`src/sv/cih_pkg.sv`:
```
// cih_pkg: shared constants, codes and transaction types for the
// cumulative interval histogram. No dependencies.
package cih_pkg;

  localparam int NUM_BOUNDS  = 7;
  localparam int NUM_BUCKETS = NUM_BOUNDS + 1;
  localparam int CTR_W       = 64;
  localparam int BOUND_W     = 63;
  localparam int IVAL_W      = 64;
  localparam int SEL_W       = 3;
  localparam int CFG_IDX_W   = 3;

  // register index of the bucket count register
  localparam logic [CFG_IDX_W-1:0] REG_BOUNDS_IN_USE = 3'd7;

  localparam logic [BOUND_W-1:0] BOUND_RESET [NUM_BOUNDS] = '{
    63'd1000, 63'd10000, 63'd100000, 63'd1000000,
    63'd10000000, 63'd100000000, 63'd1000000000
  };
  localparam logic [SEL_W-1:0] BOUNDS_IN_USE_RESET = 3'd7;

  typedef enum logic {
    OP_OBSERVE = 1'b0,
    OP_READ    = 1'b1
  } opcode_t;

  // classified transaction handed from front to back
  typedef struct packed {
    logic [NUM_BUCKETS-1:0] hit;       // buckets to increment
    logic                   positive;  // sample accepted
    logic [IVAL_W-1:0]      interval;
    logic [SEL_W-1:0]       sel;
    logic                   sel_ok;    // selection within overflow bucket
    logic                   ignored;
  } item_t;

  // result transaction
  typedef struct packed {
    logic [CTR_W-1:0] bucket_count;
    logic [CTR_W-1:0] total_sum;
    logic [CTR_W-1:0] total_count;
    logic             sample_ignored;
  } result_t;

endpackage

```
`src/sv/cih_front.sv`:
```
// cih_front: bound registers, config decode and classification of input
// transactions against the bucket bounds. Depends on cih_pkg.
module cih_front import cih_pkg::*; (
  input  logic                 clk,
  input  logic                 rst,
  input  logic                 push,
  output logic                 full,
  input  logic                 opcode,
  input  logic signed [63:0]   duration_us,
  input  logic [SEL_W-1:0]     bucket_select,
  input  logic                 cfg_write,
  input  logic [CFG_IDX_W-1:0] cfg_index,
  input  logic [BOUND_W-1:0]   cfg_data,
  input  logic                 q_full,
  output logic                 q_push,
  output item_t                q_item
);

  logic [BOUND_W-1:0] bounds [NUM_BOUNDS];
  logic [SEL_W-1:0]   bounds_in_use;
  logic [SEL_W-1:0]   n_eff;
  logic               positive;

  // configuration registers
  always_ff @(posedge clk) begin
    if (rst) begin
      for (int i = 0; i < NUM_BOUNDS; i++) bounds[i] <= BOUND_RESET[i];
      bounds_in_use <= BOUNDS_IN_USE_RESET;
    end else if (cfg_write) begin
      if (cfg_index == REG_BOUNDS_IN_USE) begin
        bounds_in_use <= cfg_data[SEL_W-1:0];
      end else begin
        bounds[cfg_index] <= cfg_data;
      end
    end
  end

  // zero buckets in use acts as one
  assign n_eff = (bounds_in_use == '0) ? SEL_W'(1) : bounds_in_use;

  assign positive = (opcode == OP_OBSERVE) && !duration_us[IVAL_W-1] &&
                    (duration_us != '0);

  // parallel bound compares, overflow bucket hit by every positive sample
  always_comb begin
    q_item = '0;
    for (int i = 0; i < NUM_BOUNDS; i++) begin
      q_item.hit[i] = positive && (SEL_W'(i) < n_eff) &&
                      (bounds[i] >= duration_us[BOUND_W-1:0]);
    end
    for (int b = 0; b < NUM_BUCKETS; b++) begin
      if (SEL_W'(b) == n_eff) q_item.hit[b] = positive;
    end
    q_item.positive = positive;
    q_item.interval = duration_us;
    q_item.sel      = bucket_select;
    q_item.sel_ok   = (bucket_select <= n_eff);
    q_item.ignored  = (opcode == OP_OBSERVE) && !positive;
  end

  assign full   = q_full;
  assign q_push = push && !q_full;

endmodule

```
`src/sv/cih_queue.sv`:
```
// cih_queue: two-entry queue of classified transactions between front
// and back. Depends on cih_pkg.
module cih_queue import cih_pkg::*; (
  input  logic  clk,
  input  logic  rst,
  input  logic  wr,
  input  item_t wr_item,
  output logic  full,
  input  logic  rd,
  output item_t rd_item,
  output logic  empty
);

  item_t      mem [2];
  logic       wr_ptr;
  logic       rd_ptr;
  logic [1:0] count;
  logic       do_wr;
  logic       do_rd;

  assign full    = (count == 2'd2);
  assign empty   = (count == 2'd0);
  assign do_wr   = wr && !full;
  assign do_rd   = rd && !empty;
  assign rd_item = mem[rd_ptr];

  // pointers and fill count
  always_ff @(posedge clk) begin
    if (rst) begin
      wr_ptr <= 1'b0;
      rd_ptr <= 1'b0;
      count  <= 2'd0;
    end else begin
      if (do_wr) wr_ptr <= ~wr_ptr;
      if (do_rd) rd_ptr <= ~rd_ptr;
      count <= count + {1'b0, do_wr} - {1'b0, do_rd};
    end
  end

  // storage
  always_ff @(posedge clk) begin
    if (do_wr) mem[wr_ptr] <= wr_item;
  end

endmodule

```
`src/sv/cih_back.sv`:
```
// cih_back: bucket counters, running sum and sample count, plus the
// two-entry result queue. Depends on cih_pkg.
module cih_back import cih_pkg::*; (
  input  logic             clk,
  input  logic             rst,
  input  logic             q_empty,
  input  item_t            q_item,
  output logic             q_pop,
  input  logic             pop,
  output logic             empty,
  output logic [CTR_W-1:0] bucket_count,
  output logic [CTR_W-1:0] total_sum,
  output logic [CTR_W-1:0] total_count,
  output logic             sample_ignored
);

  logic [CTR_W-1:0] counts      [NUM_BUCKETS];
  logic [CTR_W-1:0] counts_next [NUM_BUCKETS];
  logic [CTR_W-1:0] sum;
  logic [CTR_W-1:0] sum_next;
  logic [CTR_W-1:0] samples;
  logic [CTR_W-1:0] samples_next;
  logic             take;
  result_t          res;

  result_t    rmem [2];
  logic       r_wr_ptr;
  logic       r_rd_ptr;
  logic [1:0] r_count;
  logic       r_full;
  logic       r_pop;

  assign r_full = (r_count == 2'd2);
  assign take   = !q_empty && !r_full;
  assign q_pop  = take;

  // counter updates for the transaction at the queue head
  always_comb begin
    for (int b = 0; b < NUM_BUCKETS; b++) begin
      counts_next[b] = counts[b] + CTR_W'(take && q_item.hit[b]);
    end
    sum_next     = (take && q_item.positive) ? sum + q_item.interval : sum;
    samples_next = samples + CTR_W'(take && q_item.positive);
  end

  always_ff @(posedge clk) begin
    if (rst) begin
      for (int b = 0; b < NUM_BUCKETS; b++) counts[b] <= '0;
      sum     <= '0;
      samples <= '0;
    end else begin
      for (int b = 0; b < NUM_BUCKETS; b++) counts[b] <= counts_next[b];
      sum     <= sum_next;
      samples <= samples_next;
    end
  end

  // result after this transaction is applied
  always_comb begin
    res.bucket_count   = q_item.sel_ok ? counts_next[q_item.sel] : '0;
    res.total_sum      = sum_next;
    res.total_count    = samples_next;
    res.sample_ignored = q_item.ignored;
  end

  // result queue
  assign empty = (r_count == 2'd0);
  assign r_pop = pop && !empty;

  always_ff @(posedge clk) begin
    if (rst) begin
      r_wr_ptr <= 1'b0;
      r_rd_ptr <= 1'b0;
      r_count  <= 2'd0;
    end else begin
      if (take)  r_wr_ptr <= ~r_wr_ptr;
      if (r_pop) r_rd_ptr <= ~r_rd_ptr;
      r_count <= r_count + {1'b0, take} - {1'b0, r_pop};
    end
  end

  always_ff @(posedge clk) begin
    if (take) rmem[r_wr_ptr] <= res;
  end

  assign bucket_count   = rmem[r_rd_ptr].bucket_count;
  assign total_sum      = rmem[r_rd_ptr].total_sum;
  assign total_count    = rmem[r_rd_ptr].total_count;
  assign sample_ignored = rmem[r_rd_ptr].sample_ignored;

endmodule

```
`src/sv/cumulative_interval_histogram_top.sv`:
```
// cumulative_interval_histogram_top: top level of the interval histogram.
// Depends on cih_pkg, cih_front, cih_queue and cih_back.
//
// Usage:
// - Input channel: push/full. A transaction carries opcode (observe or
//   read), duration_us and bucket_select. It is taken when push is high
//   and full is low.
// - Result channel: empty/pop. While empty is low the oldest result is on
//   bucket_count, total_sum, total_count and sample_ignored; it is taken
//   when pop is high.
// - Config: cfg_write with cfg_index 0..6 writes a bucket bound, index 7
//   writes the number of finite buckets in use. Write only while idle.
// - Latency: an input is first written into the input queue; the back end
//   then applies it and writes its result into the result queue.
// - Throughput: one transaction per cycle unless the result queue is full;
//   the back end updates all bucket counters with parallel incrementers.
// - A two-entry queue sits between front and back, and another in front
//   of the result ports; when pop is held low both fill and full rises
//   after four transactions wait.
// - Reset clears all counters, the sum, the sample count and both queues,
//   and restores the default bounds with seven buckets in use.
module cumulative_interval_histogram_top import cih_pkg::*; (
  input  logic                 clk,
  input  logic                 rst,
  input  logic                 push,
  output logic                 full,
  input  logic                 opcode,
  input  logic signed [63:0]   duration_us,
  input  logic [SEL_W-1:0]     bucket_select,
  output logic                 empty,
  input  logic                 pop,
  output logic [CTR_W-1:0]     bucket_count,
  output logic [CTR_W-1:0]     total_sum,
  output logic [CTR_W-1:0]     total_count,
  output logic                 sample_ignored,
  input  logic                 cfg_write,
  input  logic [CFG_IDX_W-1:0] cfg_index,
  input  logic [BOUND_W-1:0]   cfg_data
);

  logic  q_full;
  logic  q_push;
  item_t q_wr_item;
  logic  q_pop;
  item_t q_rd_item;
  logic  q_empty;

  // classify incoming transactions
  cih_front u_front (
    .clk           (clk),
    .rst           (rst),
    .push          (push),
    .full          (full),
    .opcode        (opcode),
    .duration_us   (duration_us),
    .bucket_select (bucket_select),
    .cfg_write     (cfg_write),
    .cfg_index     (cfg_index),
    .cfg_data      (cfg_data),
    .q_full        (q_full),
    .q_push        (q_push),
    .q_item        (q_wr_item)
  );

  // decoupling queue
  cih_queue u_queue (
    .clk     (clk),
    .rst     (rst),
    .wr      (q_push),
    .wr_item (q_wr_item),
    .full    (q_full),
    .rd      (q_pop),
    .rd_item (q_rd_item),
    .empty   (q_empty)
  );

  // counters and results
  cih_back u_back (
    .clk            (clk),
    .rst            (rst),
    .q_empty        (q_empty),
    .q_item         (q_rd_item),
    .q_pop          (q_pop),
    .pop            (pop),
    .empty          (empty),
    .bucket_count   (bucket_count),
    .total_sum      (total_sum),
    .total_count    (total_count),
    .sample_ignored (sample_ignored)
  );

endmodule
```
`config.mk`:
```
export PLATFORM = sky130hd
export DESIGN_NAME = cumulative_interval_histogram_top
export DESIGN_NICKNAME = d
export VERILOG_FILES = /design/src/sv/cih_pkg.sv /design/src/sv/cih_front.sv /design/src/sv/cih_queue.sv /design/src/sv/cih_back.sv /design/src/sv/cumulative_interval_histogram_top.sv
export SDC_FILE = /design/constraint.sdc
export NUM_CORES = 2
export LEC_CHECK = 0
export BUFFER_PORTS_ARGS = -buffer_cell sky130_fd_sc_hd__buf_2
export CAP_MARGIN = 15
export CORE_AREA = 2 2 456 458
export CTS_CLUSTER_SIZE = 16
export DETAILED_ROUTE_END_ITERATION = 8
export DIE_AREA = 0 0 458 460
export GPL_TIMING_DRIVEN = 0
export PLACE_DENSITY = 0.57
export SETUP_SLACK_MARGIN = 0.2
export SLEW_MARGIN = 20
export SYNTH_ARGS = -nofsm -noshare
export SYNTH_HDL_FRONTEND = slang
export SYNTH_HIERARCHICAL = 1
export SYNTH_SLANG_ARGS = --single-unit
```
`constraint.sdc`:
```
create_clock -name clk -period 15.9 [get_ports clk]
set_input_delay 0 -clock clk [delete_from_list [all_inputs] [get_ports clk]]
set_output_delay 0 -clock clk [all_outputs]
set_load 0.1 [all_outputs]
```
# Yosys cells after proc, flatten, opt, wreduce, memory -nomap -nowiden
# Memories as Yosys holds them, arrays and structs flattened. A register that Yosys moved wholly into a read port is not among the register bits.
# Index checks and enable logic that the tools add are counted.
# totals
n_memories,4
ram_bits,1495
register_bits,139
input_bits,139
output_inout_bits,195
wordCells,151
# mem_list
memory,words,width,rd,rd_ports_with_merged_regs,wr,line_no,source
u_back.counts,8,64,8,0,8,cih_back.sv:17,logic [CTR_W-1:0] counts [NUM_BUCKETS];
u_front.bounds,7,63,7,0,7,cih_front.sv:19,logic [BOUND_W-1:0] bounds [NUM_BOUNDS];
u_back.rmem,2,193,1,1,1,cih_back.sv:26,result_t rmem [2];
u_queue.mem,2,78,1,1,1,cih_queue.sv:14,item_t mem [2];
# classes
muxes,40
bitwise_logic,14
add_sub_neg,14
n_reduce_logical,44
n_lt_le_gt_ge,16
eq_ne,10
# ops
operator,count
$mux 64,12
$add 64x1->64,9
$ge 63x63->1,7
$bmux 64 s3,1
$add 64x64->64,1
$reduce_bool 64->1,1
$mux 63,1
$reduce_or 63->1,1
$logic_and 1x1->1,31
$mux 1,24
$eq 3x3->1 const A,4
$lt 3x3->1 const A,3
$or 1x1->1,8
$eq 2x3->1 const A,2
$logic_not 1->1,6
$logic_not 3->1,2
$lt 1x3->1 const A,2
$lt 2x3->1 const A,2
$mux 3,2
$not 1->1,5
$add 2x1->2,2
$eq 2x2->1 const B,2
$ge 4x4->1 const B,1
$logic_not 2->1,2
6 further kinds,7

# Longest topological paths before layout
# depth
ltp_word,9
mapped_depth,18
mapped_depth_nobuf,14

# Modules after synthesis
# The synthesis kept the hierarchy.
# by_module_without_submodules
mod,area_per_inst_um2,seq_area_each_um2,n_inst,cells_per_inst
cih_back,49796.5,24503.5,1,4941
cih_front,26220.1,12672.2,1,2440
cih_queue,5941.9,4784.6,1,270

# Least setup slack after synthesis
# Ideal clock, no wire load.
# synth_path
path_kind,reg-to-reg
startpoint,register u_queue.count[1]
endpoint,memory u_back/rmem[0][0] (netlist bit) (enable)
t_arrival_ns,9.265
path_stages_with_launch,4
synth_period_minus_slack_ns,10.038
slack_ns,5.862
t_required_ns,15.128
path_buffers,0
setup_ns,0.772
cell_sequence,dfxtp_1 nor2_1 a21oi_1 nor2b_1
# synth_between
elab_chain_len,5
# synth_lines
item,line_no,source
from (decl),cih_queue.sv:17,logic [1:0] count;
from (signal assigned),cih_queue.sv:36,"count <= count + {1'b0, do_wr} - {1'b0, do_rd};"
$logic_not 2->1,cih_queue.sv:22,assign empty = (count == 2'd0);
via q_empty,cumulative_interval_histogram_top.sv:46,logic q_empty;
$logic_not 1->1,cih_back.sv:34,assign take = !q_empty && !r_full;
$logic_and 1x1->1,cih_back.sv:34,
$mux 1,cih_back.sv:83,if (take) rmem[r_wr_ptr] <= res;
$mux 1 (implied by the code),cih_back.sv:83,
to (decl),cih_back.sv:26,
# The timed path passes the listed nets, and every way through them passes these cells.

==> reports/summary.txt <==
Avg Inst Size Synth -> 10.7 µm²
Syn nets -> 8322
TritonCTS clock tree -> built
Final setup violation count -> 0
Setup_tns -> 0 ns
Postcts setup bufs -> 0
Initial Util -> 0.398
Area Overhead vs Synth -> 17.4%
Fmax -> 155 MHz
Setup Skew -> 0.0578 ns
Cell Rows -> 167
Largest fanout on the critical path -> 11
Largest net degree at the start of global routing -> 55
Area leader, netlist -> edfxtp_1
Worst endpoint data arrival time -> 6.95 ns
Pleak -> 37.3 nW
Total GRT Usage -> 0.253
Area of the multi-input gates -> 37600 µm²
Post-synth top area share -> 0.337
Worst-case clock buffer depth -> 3
CTS resizes -> 0
Crit path capture type -> register
Clock Sinks -> 1636
Met2 WL -> 122000 µm
Num CTS Buffers -> 184
Simple-gate share of the synthesized area -> 0.179
Final-report hold violation count -> 0
DRT Wirelength -> 274000 µm
CP Class -> reg -> reg
Status -> finished clean
Post-synth EDFFs -> 920
Met3 wire len -> 22400 µm
Antenna violations before repair -> 20
Max cap viols -> 0
Worst-path clk slew -> 0.06 ns
Finished Core Util -> 0.467
Number of global-route vias before repair -> 60000
Adder-Cell Fraction of Synth Area -> 0.0813
Post-CTS Hold Fix Bufs -> 238
Initial DRT Pass Iterations -> 9
Nets -> 9104
Synthesized area -> 82000 µm²
Post-DP HPWL -> 208000 µm
DR vias/cell -> 5.56
Clock latency on the worst-skew pair -> 0.86 ns
Period Utilization, post-route -> 0.405
Power density cells -> 164 nW/µm²
XOR/XNOR Fraction of Synth Area -> 0.0641
Setup repair after global routing missed its margin -> no
Max layer used -> met5
Place WS -> 9.57 ns
Layout cells sized above 1 -> 0.138
Top post-synthesis cells by area -> edfxtp_1 (34%), dfxtp_1 (17%), ha_1 (8.1%)
DIE HEIGHT -> 460 µm
Seq/Total Area, Yosys -> 0.512
Slew Viols, Final -> 0
Post-synthesis compound-gate area fraction -> 0.0734
Synth async-reset ratio -> 0
Core area -> 206000 µm²
Minimum clock period -> 6.44 ns
Synthesized flop and latch total -> 1636
Portion of netlist area occupied by mux cells -> 0.0591
Iter 0 DRT Violations -> 6330
M1 WL -> 120000 µm
Grt ovf -> 0
Worst Hold Class -> in -> reg
Root buf cell -> clkbuf_16
GPL Wtd Cong -> 0.954
Fillers -> 19000
Cell count after synthesis -> 7651
H-tree depth -> 4
DR vias -> 62900
Post-synthesis cell type count -> 99
Main synth FF type -> edfxtp_1
Main combinational cell family by area after synthesis -> simple AND/OR/NAND/NOR gates
Drt wl/cell -> 24.3 µm
Horiz. Die Dim -> 458 µm
Critical path launch point type -> register
IO buf count -> 332
Worst-Margin Slew -> 1.25 ns
Detailed-route DRC error count -> 0
VDD IR-drop max -> 0.000312 V
Remaining antenna violation count after routing -> 0
YS warnings -> 6
Ports -> 334
Final worst slack -> 9.46 ns
First-pass GRT wire length -> 395000 µm
Register Area -> 42000 µm²
Slew HR -> 0.167
Data required, critical path -> 16.41 ns
Full die area -> 211000 µm²
[synthesized netlist by cell type (31+ instances only)]
master / count
edfxtp_1: 920
nor2_1: 914
dfxtp_1: 716
nand2_1: 682
ha_1: 531
xor2_1: 348
a21oi_1: 324
and2_1: 313
nand3_1: 291
nand4_1: 273
mux2_2: 266
xnor2_1: 250
clkbuf_1: 230
inv_1: 210
o21ai_0: 140
a21o_1: 129
and3_1: 119
nor3_1: 100
buf_4: 72
and4_1: 68
mux4_2: 54
a211oi_1: 50
nor4_1: 49
nor2b_1: 43
o22ai_1: 39
buf_2: 33
mux2i_1: 33
nand2b_1: 31
[area by class of cell]
type | instances | area share
inverters | 213 | 0.00833
well taps | 2704 | 0.0352
diodes | 9 | 0.000234
flip-flops and latches | 1636 | 0.436
clock buffers | 255 | 0.0530
multi-input cells | 5437 | 0.390
repair buffers | 596 | 0.0482
plain buffers | 365 | 0.0182
clock inverters | 88 | 0.0106
[per-layer routing]
metal,global-route usage,vias up
met2,0.398,2496
met1,0.351,30900
li1,-,29000
met5,0,-
met3,0.0486,448
met4,0.0822,10
[report_power, final]
group / total (mW) / internal, mW / leakage [nW] / switching [mW]
Combinational: 6.14 / 1.46 / 19.8 / 4.69
Sequential: 5.36 / 5.21 / 14.5 / 0.154
Clock: 4.30 / 2.49 / 2.99 / 1.82
Total: 15.8 / 9.15 / 37.3 / 6.66
[state kept, by name (all words and copies together), names as in the netlist, named ones only]
| name | cells |
|---|---|
| u_back/counts | 512 |
| u_front/bounds | 441 |
| u_back/rmem | 386 |
| u_queue/mem | 156 |
| u_back/samples | 64 |
| u_back/sum | 64 |
| u_front/bounds_in_use | 3 |
| u_back/r_count | 2 |
| u_queue/count | 2 |
| u_back/r_rd_ptr | 1 |
| u_back/r_wr_ptr | 1 |
| u_queue/rd_ptr | 1 |
| u_queue/wr_ptr | 1 |
[cell families after synthesis]
kind of cell    after synthesis
flops                      1636
compound gates              939
fa+ha+maj                   532
mux                         373
buf+inv                     578
xor+xnor                    599
simple gates               2994
[path summary, 6_finish.rpt]
check / startpoint / to / depth (start not counted) / slack (ns)
min: duration_us[13] / u_queue/mem[1][18] / 3 / 0.07
max reg2reg: u_queue/count[1] / u_back/rmem[1][185] / 15 / 9.46
min reg2reg: u_front/bounds[6][62] / u_front/bounds[6][62] / 2 / 0.46
max: u_queue/count[1] / u_back/rmem[1][185] / 15 / 9.46
[cells in the final DEF, fill, tap and decap left out, types with 209 or more instances in the layout]
cell type,n
xnor2_1,250
xor2_1,348
clkbuf_1,273
mux2_2,266
nor2_1,914
ha_1,531
and2_1,312
edfxtp_1,920
nand2_1,678
dfxtp_1,716
nand4_1,273
buf_2,367
inv_1,209
nand3_1,291
a21oi_1,324
dlygate4sd3_1,238
[stage by stage]
stage,hold WS [ns],instances,power [mW],instance area [µm²]
finish,0.0676,11300,15.8,96200
global route,0.0550,11300,16.4,96200
CTS,0.00217,11300,15.9,96200
detailed placement,0.244,10700,11.5,87700
global placement,0.245,10700,11.5,87000
floorplan,0.0691,7651,9.85,82000
[critical path, cell delays in order, from the launching register on]
cell	delay [ns]
dfxtp_1	0.40
nor2_1	0.12
a21oi_1	0.65
clkbuf_1	0.45
and2_1	0.33
ha_1	0.20
ha_1	0.19
nand2_1	0.10
nor3_1	0.88
nand2_1	0.50
nor3_2	0.62
nand2_1	0.14
xor2_1	0.38
o22ai_1	0.13
nor4_1	0.70
o21ai_0	0.31
(Power assumes the default switching activity.)
